===== config.mk =====
export PLATFORM = sky130hd
export DESIGN_NAME = session_table_with_aging
export DESIGN_NICKNAME = d
export VERILOG_FILES = /design/src/design/sta_pkg.sv /design/src/design/session_table_with_aging.sv
export SDC_FILE = /design/constraint.sdc
export NUM_CORES = 2
export LEC_CHECK = 0
export ABC_CLOCK_PERIOD_IN_PS = 7700
export BUFFER_PORTS_ARGS = -buffer_cell sky130_fd_sc_hd__buf_4
export CORE_MARGIN = 1.5
export CORE_UTILIZATION = 56
export DETAILED_ROUTE_END_ITERATION = 12
export GPL_TIMING_DRIVEN = 0
export HOLD_SLACK_MARGIN = 0.12
export PLACE_DENSITY = 0.83
export SYNTH_ARGS = -nofsm -noshare
export SYNTH_HDL_FRONTEND = slang
export SYNTH_SLANG_ARGS = --single-unit

===== constraint.sdc =====
create_clock -name clk -period 7.7 [get_ports clk]
set_clock_uncertainty 0.15 [all_clocks]
set_input_delay 0.77 -clock clk [delete_from_list [all_inputs] [get_ports clk]]
set_output_delay 0.77 -clock clk [all_outputs]
set_load 0.005 [all_outputs]

===== src/design/sta_pkg.sv =====
// Shared types and constants for the session table with aging.
// Holds the operation and status codes, the sequencer states and the table entry layout.
// No dependencies.
`timescale 1ns / 1ps
`default_nettype none

package sta_pkg;

    localparam int KEY_W  = 32;
    localparam int TIME_W = 32;
    localparam int SLOT_W = 4;

    localparam logic [TIME_W-1:0] TIMEOUT_RESET = 32'd300;

    typedef enum logic [1:0] {
        OP_LOOKUP = 2'd0,
        OP_ADD    = 2'd1,
        OP_REMOVE = 2'd2,
        OP_SWEEP  = 2'd3
    } op_t;

    typedef enum logic [2:0] {
        ST_NOT_FOUND = 3'd0,
        ST_HIT       = 3'd1,
        ST_REFRESHED = 3'd2,
        ST_INSERTED  = 3'd3,
        ST_FULL      = 3'd4,
        ST_REMOVED   = 3'd5,
        ST_SWEPT     = 3'd6
    } status_t;

    typedef enum logic [1:0] {
        S_CLEAR  = 2'd0,
        S_IDLE   = 2'd1,
        S_WALK   = 2'd2,
        S_FINISH = 2'd3
    } state_t;

    typedef struct packed {
        logic              valid;
        logic [KEY_W-1:0]  key;
        logic [TIME_W-1:0] login;
    } entry_t;

endpackage

`default_nettype wire


===== src/design/session_table_with_aging.sv =====
// Top level of the session table with aging: table memory, walk sequencer and
// the shared key compare and age subtract/compare unit.
// Depends on sta_pkg.
`timescale 1ns / 1ps
`default_nettype none

// Usage
// A command is taken at a rising edge where start is high and busy is low; operation,
// address_key and current_time are sampled then. The sequencer walks the table one slot
// per cycle through a single registered memory read port, and one compare/subtract unit
// judges each entry (key match, age against the timeout). Lookup, add and remove stop
// at the first slot that decides them; sweep and misses walk all TABLE_ENTRIES slots.
// After the walk the finish state writes an inserted entry and registers the result.
// The result appears on status and slot for exactly one cycle with done high. busy drops in
// the cycle where done is shown, so a new command can be taken then but not while the last
// one is still walking. The receiver cannot hold off a result. The timeout register is
// written over the cfg channel (cfg_ready is always high); write it only while the block is
// idle. After reset the table is cleared one slot per cycle, which keeps busy high until
// every slot is cleared; the timeout resets to 300.
module session_table_with_aging #(
    parameter int TABLE_ENTRIES = 16
) (
    input  wire logic        clk,
    input  wire logic        rst_n,
    input  wire logic        start,
    output logic             busy,
    input  wire logic [1:0]  operation,
    input  wire logic [31:0] address_key,
    input  wire logic [31:0] current_time,
    output logic             done,
    output logic [2:0]       status,
    output logic [3:0]       slot,
    input  wire logic        cfg_valid,
    output logic             cfg_ready,
    input  wire logic [31:0] cfg_data
);

    localparam int IDX_W = (TABLE_ENTRIES > 1) ? $clog2(TABLE_ENTRIES) : 1;
    localparam int EXT_W = IDX_W + sta_pkg::SLOT_W;
    localparam logic [IDX_W-1:0] LAST_IDX = IDX_W'(TABLE_ENTRIES - 1);

    sta_pkg::entry_t mem [TABLE_ENTRIES];

    sta_pkg::state_t  state_reg, state_next;
    logic [IDX_W-1:0] idx_reg, idx_next;
    sta_pkg::op_t     op_reg, op_next;
    logic [31:0]      key_reg, key_next;
    logic [31:0]      now_reg, now_next;
    logic             hit_reg, hit_next;
    logic [IDX_W-1:0] hit_idx_reg, hit_idx_next;
    logic             free_reg, free_next;
    logic [IDX_W-1:0] free_idx_reg, free_idx_next;
    logic [31:0]      timeout_reg;
    logic             done_reg, done_next;
    sta_pkg::status_t status_reg, status_next;
    logic [IDX_W-1:0] slot_idx_reg, slot_idx_next;

    sta_pkg::entry_t  rd_data_reg;
    logic [IDX_W-1:0] rd_addr;
    logic             wr_en;
    logic [IDX_W-1:0] wr_addr;
    sta_pkg::entry_t  wr_data;

    logic             match;
    logic             live;
    logic [31:0]      age;
    logic [EXT_W-1:0] slot_ext;

    // Shared unit: key compare plus modulo 2^32 age and timeout compare.
    assign match = rd_data_reg.valid && (rd_data_reg.key == key_reg);
    assign age   = now_reg - rd_data_reg.login;
    assign live  = age < timeout_reg;

    assign busy      = (state_reg != sta_pkg::S_IDLE);
    assign cfg_ready = 1'b1;
    assign done      = done_reg;
    assign status    = status_reg;
    assign slot_ext  = EXT_W'(slot_idx_reg);
    assign slot      = slot_ext[sta_pkg::SLOT_W-1:0];

    always_ff @(posedge clk)
    begin
        if (wr_en)
        begin
            mem[wr_addr] <= wr_data;
        end
        rd_data_reg <= mem[rd_addr];
    end

    always_ff @(posedge clk or negedge rst_n)
    begin
        if (!rst_n)
        begin
            state_reg   <= sta_pkg::S_CLEAR;
            idx_reg     <= '0;
            hit_reg     <= 1'b0;
            free_reg    <= 1'b0;
            done_reg    <= 1'b0;
            status_reg  <= sta_pkg::ST_NOT_FOUND;
            timeout_reg <= sta_pkg::TIMEOUT_RESET;
        end
        else
        begin
            state_reg  <= state_next;
            idx_reg    <= idx_next;
            hit_reg    <= hit_next;
            free_reg   <= free_next;
            done_reg   <= done_next;
            status_reg <= status_next;
            if (cfg_valid && cfg_ready)
            begin
                timeout_reg <= cfg_data;
            end
        end
    end

    always_ff @(posedge clk)
    begin
        op_reg       <= op_next;
        key_reg      <= key_next;
        now_reg      <= now_next;
        hit_idx_reg  <= hit_idx_next;
        free_idx_reg <= free_idx_next;
        slot_idx_reg <= slot_idx_next;
    end

    always_comb
    begin
        state_next    = state_reg;
        idx_next      = idx_reg;
        op_next       = op_reg;
        key_next      = key_reg;
        now_next      = now_reg;
        hit_next      = hit_reg;
        hit_idx_next  = hit_idx_reg;
        free_next     = free_reg;
        free_idx_next = free_idx_reg;
        done_next     = 1'b0;
        status_next   = status_reg;
        slot_idx_next = slot_idx_reg;
        rd_addr       = '0;
        wr_en         = 1'b0;
        wr_addr       = idx_reg;
        wr_data       = '0;

        unique case (state_reg)
            sta_pkg::S_CLEAR:
            begin
                wr_en = 1'b1;
                if (idx_reg == LAST_IDX)
                begin
                    idx_next   = '0;
                    state_next = sta_pkg::S_IDLE;
                end
                else
                begin
                    idx_next = idx_reg + 1'b1;
                end
            end

            sta_pkg::S_IDLE:
            begin
                if (start)
                begin
                    op_next    = sta_pkg::op_t'(operation);
                    key_next   = address_key;
                    now_next   = current_time;
                    hit_next   = 1'b0;
                    free_next  = 1'b0;
                    idx_next   = '0;
                    state_next = sta_pkg::S_WALK;
                end
            end

            sta_pkg::S_WALK:
            begin
                // rd_data_reg holds slot idx_reg; fetch the next slot meanwhile.
                rd_addr = (idx_reg == LAST_IDX) ? idx_reg : idx_reg + 1'b1;
                unique case (op_reg)
                    sta_pkg::OP_LOOKUP, sta_pkg::OP_ADD:
                    begin
                        if (match && live)
                        begin
                            hit_next     = 1'b1;
                            hit_idx_next = idx_reg;
                            if (op_reg == sta_pkg::OP_ADD)
                            begin
                                wr_en   = 1'b1;
                                wr_data = '{valid: 1'b1, key: key_reg, login: now_reg};
                            end
                        end
                        else if (!rd_data_reg.valid || match)
                        begin
                            // An expired match is dropped and becomes a free slot.
                            wr_en = match;
                            if (!free_reg)
                            begin
                                free_next     = 1'b1;
                                free_idx_next = idx_reg;
                            end
                        end
                    end
                    sta_pkg::OP_REMOVE:
                    begin
                        if (match)
                        begin
                            wr_en        = 1'b1;
                            hit_next     = 1'b1;
                            hit_idx_next = idx_reg;
                        end
                    end
                    sta_pkg::OP_SWEEP:
                    begin
                        wr_en = rd_data_reg.valid && !live;
                    end
                    default:
                    begin
                        wr_en = 1'b0;
                    end
                endcase
                if (hit_next || idx_reg == LAST_IDX)
                begin
                    state_next = sta_pkg::S_FINISH;
                end
                else
                begin
                    idx_next = idx_reg + 1'b1;
                end
            end

            sta_pkg::S_FINISH:
            begin
                done_next     = 1'b1;
                slot_idx_next = '0;
                state_next    = sta_pkg::S_IDLE;
                unique case (op_reg)
                    sta_pkg::OP_LOOKUP:
                    begin
                        status_next   = hit_reg ? sta_pkg::ST_HIT : sta_pkg::ST_NOT_FOUND;
                        slot_idx_next = hit_reg ? hit_idx_reg : '0;
                    end
                    sta_pkg::OP_ADD:
                    begin
                        if (hit_reg)
                        begin
                            status_next   = sta_pkg::ST_REFRESHED;
                            slot_idx_next = hit_idx_reg;
                        end
                        else if (free_reg)
                        begin
                            status_next   = sta_pkg::ST_INSERTED;
                            slot_idx_next = free_idx_reg;
                            wr_en         = 1'b1;
                            wr_addr       = free_idx_reg;
                            wr_data       = '{valid: 1'b1, key: key_reg, login: now_reg};
                        end
                        else
                        begin
                            status_next = sta_pkg::ST_FULL;
                        end
                    end
                    sta_pkg::OP_REMOVE:
                    begin
                        status_next   = hit_reg ? sta_pkg::ST_REMOVED : sta_pkg::ST_NOT_FOUND;
                        slot_idx_next = hit_reg ? hit_idx_reg : '0;
                    end
                    sta_pkg::OP_SWEEP:
                    begin
                        status_next = sta_pkg::ST_SWEPT;
                    end
                    default:
                    begin
                        status_next = sta_pkg::ST_NOT_FOUND;
                    end
                endcase
            end

            default:
            begin
                state_next = sta_pkg::S_IDLE;
            end
        endcase
    end

endmodule

`default_nettype wire


Yosys cells after proc, flatten, opt, wreduce, memory -nomap -nowiden

Memories as Yosys holds them, arrays and structs flattened. A register that Yosys moved wholly into a read port is not among the register bits.
Index checks and enable logic that the tools add are counted.

Add/subtract/negate cells: 2
$mul: 0
Div/mod/pow operators: 0
Order comparisons: 1
Eq/ne operators: 18
Shifts and indexed selects: 0
Mux-type cells: 55
Bitwise operators: 1
Reduce and logical (&&, ||, !) cells: 21

Operator list:

| operator                                                        | count |
|---|---|
| 65-bit two-way mux                                              | 6 |
| 65-bit case mux with 2 select lines                             | 1 |
| 4-bit two-way mux                                               | 14 |
| 32-bit == test                                                  | 1 |
| 32-bit < comparator                                             | 1 |
| 32-bit subtractor                                               | 1 |
| 1-bit two-way mux                                               | 18 |
| 2-bit != test, second input constant                            | 8 |
| 4-bit case mux with 2 select lines                              | 2 |
| 3-bit case mux with 4 select lines                              | 1 |
| 4-bit case mux with 3 select lines                              | 1 |
| 3-bit two-way mux                                               | 3 |
| 2-bit == test, second input constant                            | 4 |
| 2-bit case mux with 4 select lines                              | 1 |
| 4-bit AND reduction                                             | 2 |
| 2-bit two-way mux                                               | 3 |
| 1-bit case mux with 2 select lines                              | 3 |
| 1-bit case mux with 3 select lines                              | 2 |
| 3-bit AND reduction                                             | 2 |
| 5-bit AND reduction                                             | 1 |
| 4-bit by 1-bit adder with 4-bit output, second input constant   | 1 |
| 2-bit by 1-bit == test with 1-bit output, second input constant | 2 |
| 4-bit == test, second input constant                            | 1 |
| 2-bit logical NOT                                               | 2 |
| 9 further kinds                                                 | 17 |

Register bits: 122
Latch bits: 0
Bits in writable memories: 1,040
Bits in read-only memories: 0
Input bits: 102
Output and inout bits: 10
Logic and storage cells: 112
Memories: 1

Memories:

| name | words | width | rd ports | clocked after Yosys merged registers in | write ports | RTL line                       | text |
|---|---|---|---|---|---|---|---|
| mem  | 16    | 65    | 1        | 1                                       | 1           | session_table_with_aging.sv:42 | `sta_pkg::entry_t mem [TABLE_ENTRIES];` |

Depth between registers and ports, before layout

Depth after elaboration: 9
Mapped depth: 24
Depth with buffers taken out: 23

Worst setup path before layout

No wires, ideal clock.

Kind: register to register
Start point: reg now_reg[0]
End point: mem mem[12][0] (netlist name), enable pin
Data arrival time: 6.593 ns
Slack: 0.468 ns
Cell stages (with the launch flop): 21
Cells stage by stage: edfxtp_1 inv_1 ha_1 inv_1 fa_1 a211oi_2 nor3_1 o311ai_2 a21boi_2 o31ai_4 a211oi_2 or3_1 a21oi_2 xnor2_1 ha_1 nand4_1 a21o_1 o21a_1 a2bb2oi_1 nand3_1 nor2_1

Cells in the longest elaborated chain, start to end: 8
Elaborated cells between the ends (all ways): 10
Those cells by class: 1 x add/sub; 1 x order compare; 5 x mux; 3 x reduce/logical

RTL lines:

| what                                                   | RTL line                                                         | text |
|---|---|---|
| start: declaration                                     | session_table_with_aging.sv:48                                   | `logic [31:0] now_reg, now_next;` |
| start signal: assignment                               | session_table_with_aging.sv:121                                  | `now_reg <= now_next;` |
| 32-bit subtractor (*)                                  | session_table_with_aging.sv:71                                   | `assign age = now_reg - rd_data_reg.login;` |
| 32-bit < comparator (*)                                | session_table_with_aging.sv:72                                   | `assign live = age < timeout_reg;` |
| 1-bit logical AND or 1-bit logical NOT (tied branches) | session_table_with_aging.sv:182, session_table_with_aging.sv:214 |  |
| 1-bit two-way mux or 1-bit logical AND (tied branches) | session_table_with_aging.sv:182, session_table_with_aging.sv:214 |  |
| 1-bit case mux with 3 select lines (*)                 | session_table_with_aging.sv:179                                  | `unique case (op_reg)` |
| 1-bit case mux with 3 select lines (*)                 | session_table_with_aging.sv:146                                  | `unique case (state_reg)` |
| 1-bit two-way mux (*)                                  | session_table_with_aging.sv:83                                   | `if (wr_en)` |
| 1-bit two-way mux (not written as such) (*)            | session_table_with_aging.sv:85                                   | `mem[wr_addr] <= wr_data;` |
| end: declaration                                       | session_table_with_aging.sv:42                                   |  |

Mark *: on every way between the ends. The rest lies on a longest branch, timed or not.

Final worst setup path

Start point: reg now_reg[4]
End point: mem mem[12][54] (netlist name), enable pin

Same word-level chain as after synthesis.

==> results.json <==
{
  "dieArea_um2": 88270,
  "outcome": "complete, no violations",
  "cts_htree_levels": 3,
  "fin_crit_ns": 7.314,
  "path_clk_slew_ns": 0.06,
  "worst_pin_slew_ns": 1.307,
  "largest_register_ffs": 1040,
  "yosys.area.top_type": "edfxtp_1",
  "chipHeight_um": 297.1,
  "setup_violations": 0,
  "grt_pass1_vias": 28100,
  "synth-async-reset-ratio_pct": 3.586,
  "drcViolationCount": 0,
  "critPathMaxFanout": 23,
  "fin_crit_sh_pct": 94.99,
  "vias": 27100,
  "max-clock-path-buffers": 3,
  "cp_data_arrival_time_ns": 7.54,
  "crit_path_end_kind": "register",
  "diodes": 0,
  "drv_slew": 0,
  "grt_max_degree": 45,
  "path_buf_inv": 2,
  "synth.avg_cell_area_um2": 18.66,
  "leakage_nw": 17.64,
  "syn_area_um2": 48440,
  "post_route_cells_drive_above_1_share_pct": 22.02,
  "final_util_pct": 65.96,
  "startpoint_type": "register",
  "crit_family": "compound AO/OA/AOI/OAI gates",
  "cts_buffers": 118,
  "ys_types": 68,
  "synth_edf_count": 1118,
  "crit_required_ns": 7.93,
  "cts_tree": "yes",
  "final_nets": 3103,
  "yosys_warnings": 0,
  "slew_headroom_pct": 12.66,
  "max_freq_mhz": 136.7,
  "mappedNetlistNets": 2767,
  "gp_congestion": 0.8319,
  "vias_per_cell": 6.487,
  "grt_pass1_wl_um": 180700,
  "wl_per_cell_um": 29.39,
  "min_path_type": "in -> reg",
  "drt_iter0_markers": 3626,
  "max_stage_delay_ns": 0.94,
  "synth_flop_cell": "edfxtp_1",
  "synthTopCellsByArea": "edfxtp_1 (69%), mux4_2 (12%), dfxtp_1 (2.7%)",
  "holdBufCountCts": 68,
  "path_class": "reg -> reg",
  "synth_commonest_cells": "edfxtp_1 (1118), mux4_2 (260), nand2_1 (199)",
  "die_w_um": 297.1,
  "hpwlAfterDp_um": 72900,
  "place_inst": 3888,
  "ant_nets": 0,
  "drv_cap": 0,
  "synth.most_common_cell": "edfxtp_1",
  "start_util_pct": 56.71,
  "synth.yosys.seq_area_share_pct": 74.28,
  "wl_um": 122800,
  "grt.overflow.total": 0,
  "num_rows": 107,
  "antenna_found_initial": 4,
  "peakVddDrop_uv": 214.4,
  "synthCells": 2596,
  "rsz0062_at_grt": "no",
  "cts-root-buf": "clkbuf_16",
  "hold_viol_final": 0,
  "clk_latency_ns": 0.70,
  "cts_resized": 0,
  "clock_sinks": 1227,
  "yosysTopAreaCellShare_pct": 69.31,
  "syn_to_final_growth_pct": 16.32,
  "cp_slowest_cell": "nor2_4",
  "path_cells": "ha_1, a21oi_1, nor3b_1, a21oi_2, a41oi_1, or2_1, nor2_1, o41ai_1, xnor2_1, ha_1, nand4_1, a2111oi_0, a21oi_1, o21a_1, a2bb2oi_1, nand3_1, nor2_4, buf_12, buf_12",
  "portBuffers": 109,
  "power_density_nw_per_um2": 328.7,
  "ios": 112,
  "final_cell_count_no_fill": 4178,
  "fill_cells": 5203,
  "cts_setup_buffers": 0,
  "grt.total_usage_pct": 27.89,
  "synth_seq_cells": 1227,
  "detail_route.first_pass.iterations": 5,
  "core-area_um2": 85410
}
-- final timing paths --
| check | startpoint | end | slack (ns) | cells after the start |
|---|---|---|---|---|
| worst max-delay path | now_reg[4]$_DFFE_PP_ | mem[12][54]$_DFFE_PP_ | 0.39 | 19 |
| worst min register to register | idx_reg[2]$_DFFE_PN0P_ | hit_idx_reg[2]$_DFFE_PP_ | 0.31 | 0 |
| worst min-delay path | cfg_data[29] | timeout_reg[29]$_DFFE_PN0P_ | 0.15 | 3 |
| min in group asynchronous | rst_n | timeout_reg[4]$_DFFE_PN0P_ | 0.50 | 2 |
| max in group asynchronous | rst_n | status[2]$_DFFE_PN0P_ | 6.48 | 2 |
| worst max register to register | now_reg[4]$_DFFE_PP_ | mem[12][54]$_DFFE_PP_ | 0.39 | 19 |
-- tightest hold or removal path: stages --
cell     delay (ns)
buf_4          0.08
nand2_1        0.04
o21ai_0        0.06
-- stage by stage --
step	hold WS [ns]	cell area [um^2]	power, mW	setup TNS, ns	setup slack, ns
2_1_floorplan	0.2696	48440	11.08	0	0.4681
3_3_place_gp	0.2892	50690	12.24	-3795.27	-3.868
3_5_place_dp	0.2856	51600	12.44	0	0.4340
4_1_cts	0.1243	56340	18.52	0	0.3966
5_1_grt	0.1486	56340	19.12	0	0.1224
6_report	0.1493	56340	18.52	0	0.3857
-- cells by family (layout without fill, tap and decap cells) --
family	Yosys count	in the layout	synth area share, %
multiplexers	268	268	12.26
XOR/XNOR	59	59	1.067
AND/OR/NAND/NOR	445	445	4.428
buffers and inverters	206	644	1.720
other	1	1	0.007742
flip-flops	1227	1227	74.28
AO/OA/AOI/OAI	321	321	4.435
adder cells (fa/ha/maj)	69	69	1.798
-- placed cells by master (no fill, tap or decap), drive strengths merged, types with 5 or more instances in the layout --
cell type	netlist	layout
dfrtp	40	40
dlygate4sd3	0	68
and2	68	68
edfxtp	1118	1118
nand3b	5	5
a21oi	39	39
a31oi	72	72
a211oi	74	74
clkinv	0	48
o21ai	59	59
ha	68	68
nor2	50	50
a21boi	6	6
o21a	7	7
mux4	260	260
dfxtp	65	65
o211ai	6	6
nand2	199	199
nand4	13	13
bufinv	0	18
mux2i	5	5
inv	81	82
nor2b	66	66
nand2b	5	5
xnor2	47	47
a21o	20	20
nor3	10	10
xor2	12	12
buf	65	213
o22ai	5	5
o31ai	7	7
clkbuf	60	211
nand3	13	13
-- layer usage --
metal / vias to the layer above / share of wire, % / global-route usage (%)
li1: 11000 / - / -
met1: 13670 / 34 / 35.02
met2: 2067 / 50 / 47.31
met3: 365 / 11 / 5.821
met4: 2 / 4.7 / 12.00
met5: - / 0.0090 / 0
-- power by group --
group          switching (mW)  internal, mW  leakage [nW]
clock network            2.47          3.57          1.99
logic                    2.57          1.84          5.55
registers               0.274          7.79          10.1
-- layout make-up --
| type | count | area (um^2) | share of cell area [%] |
|---|---|---|---|
| plain buffers | 125 | 529.3 | 0.9394 |
| clock buffers | 151 | 3242 | 5.754 |
| clock inverters | 71 | 823.3 | 1.461 |
| inverters | 81 | 304.0 | 0.5396 |
| multi-input cells | 1163 | 11760 | 20.87 |
| flip-flops and latches | 1227 | 35980 | 63.86 |
| well taps | 1144 | 1431 | 2.540 |
| repair buffers | 216 | 2275 | 4.037 |
(Power assumes the default switching activity.)
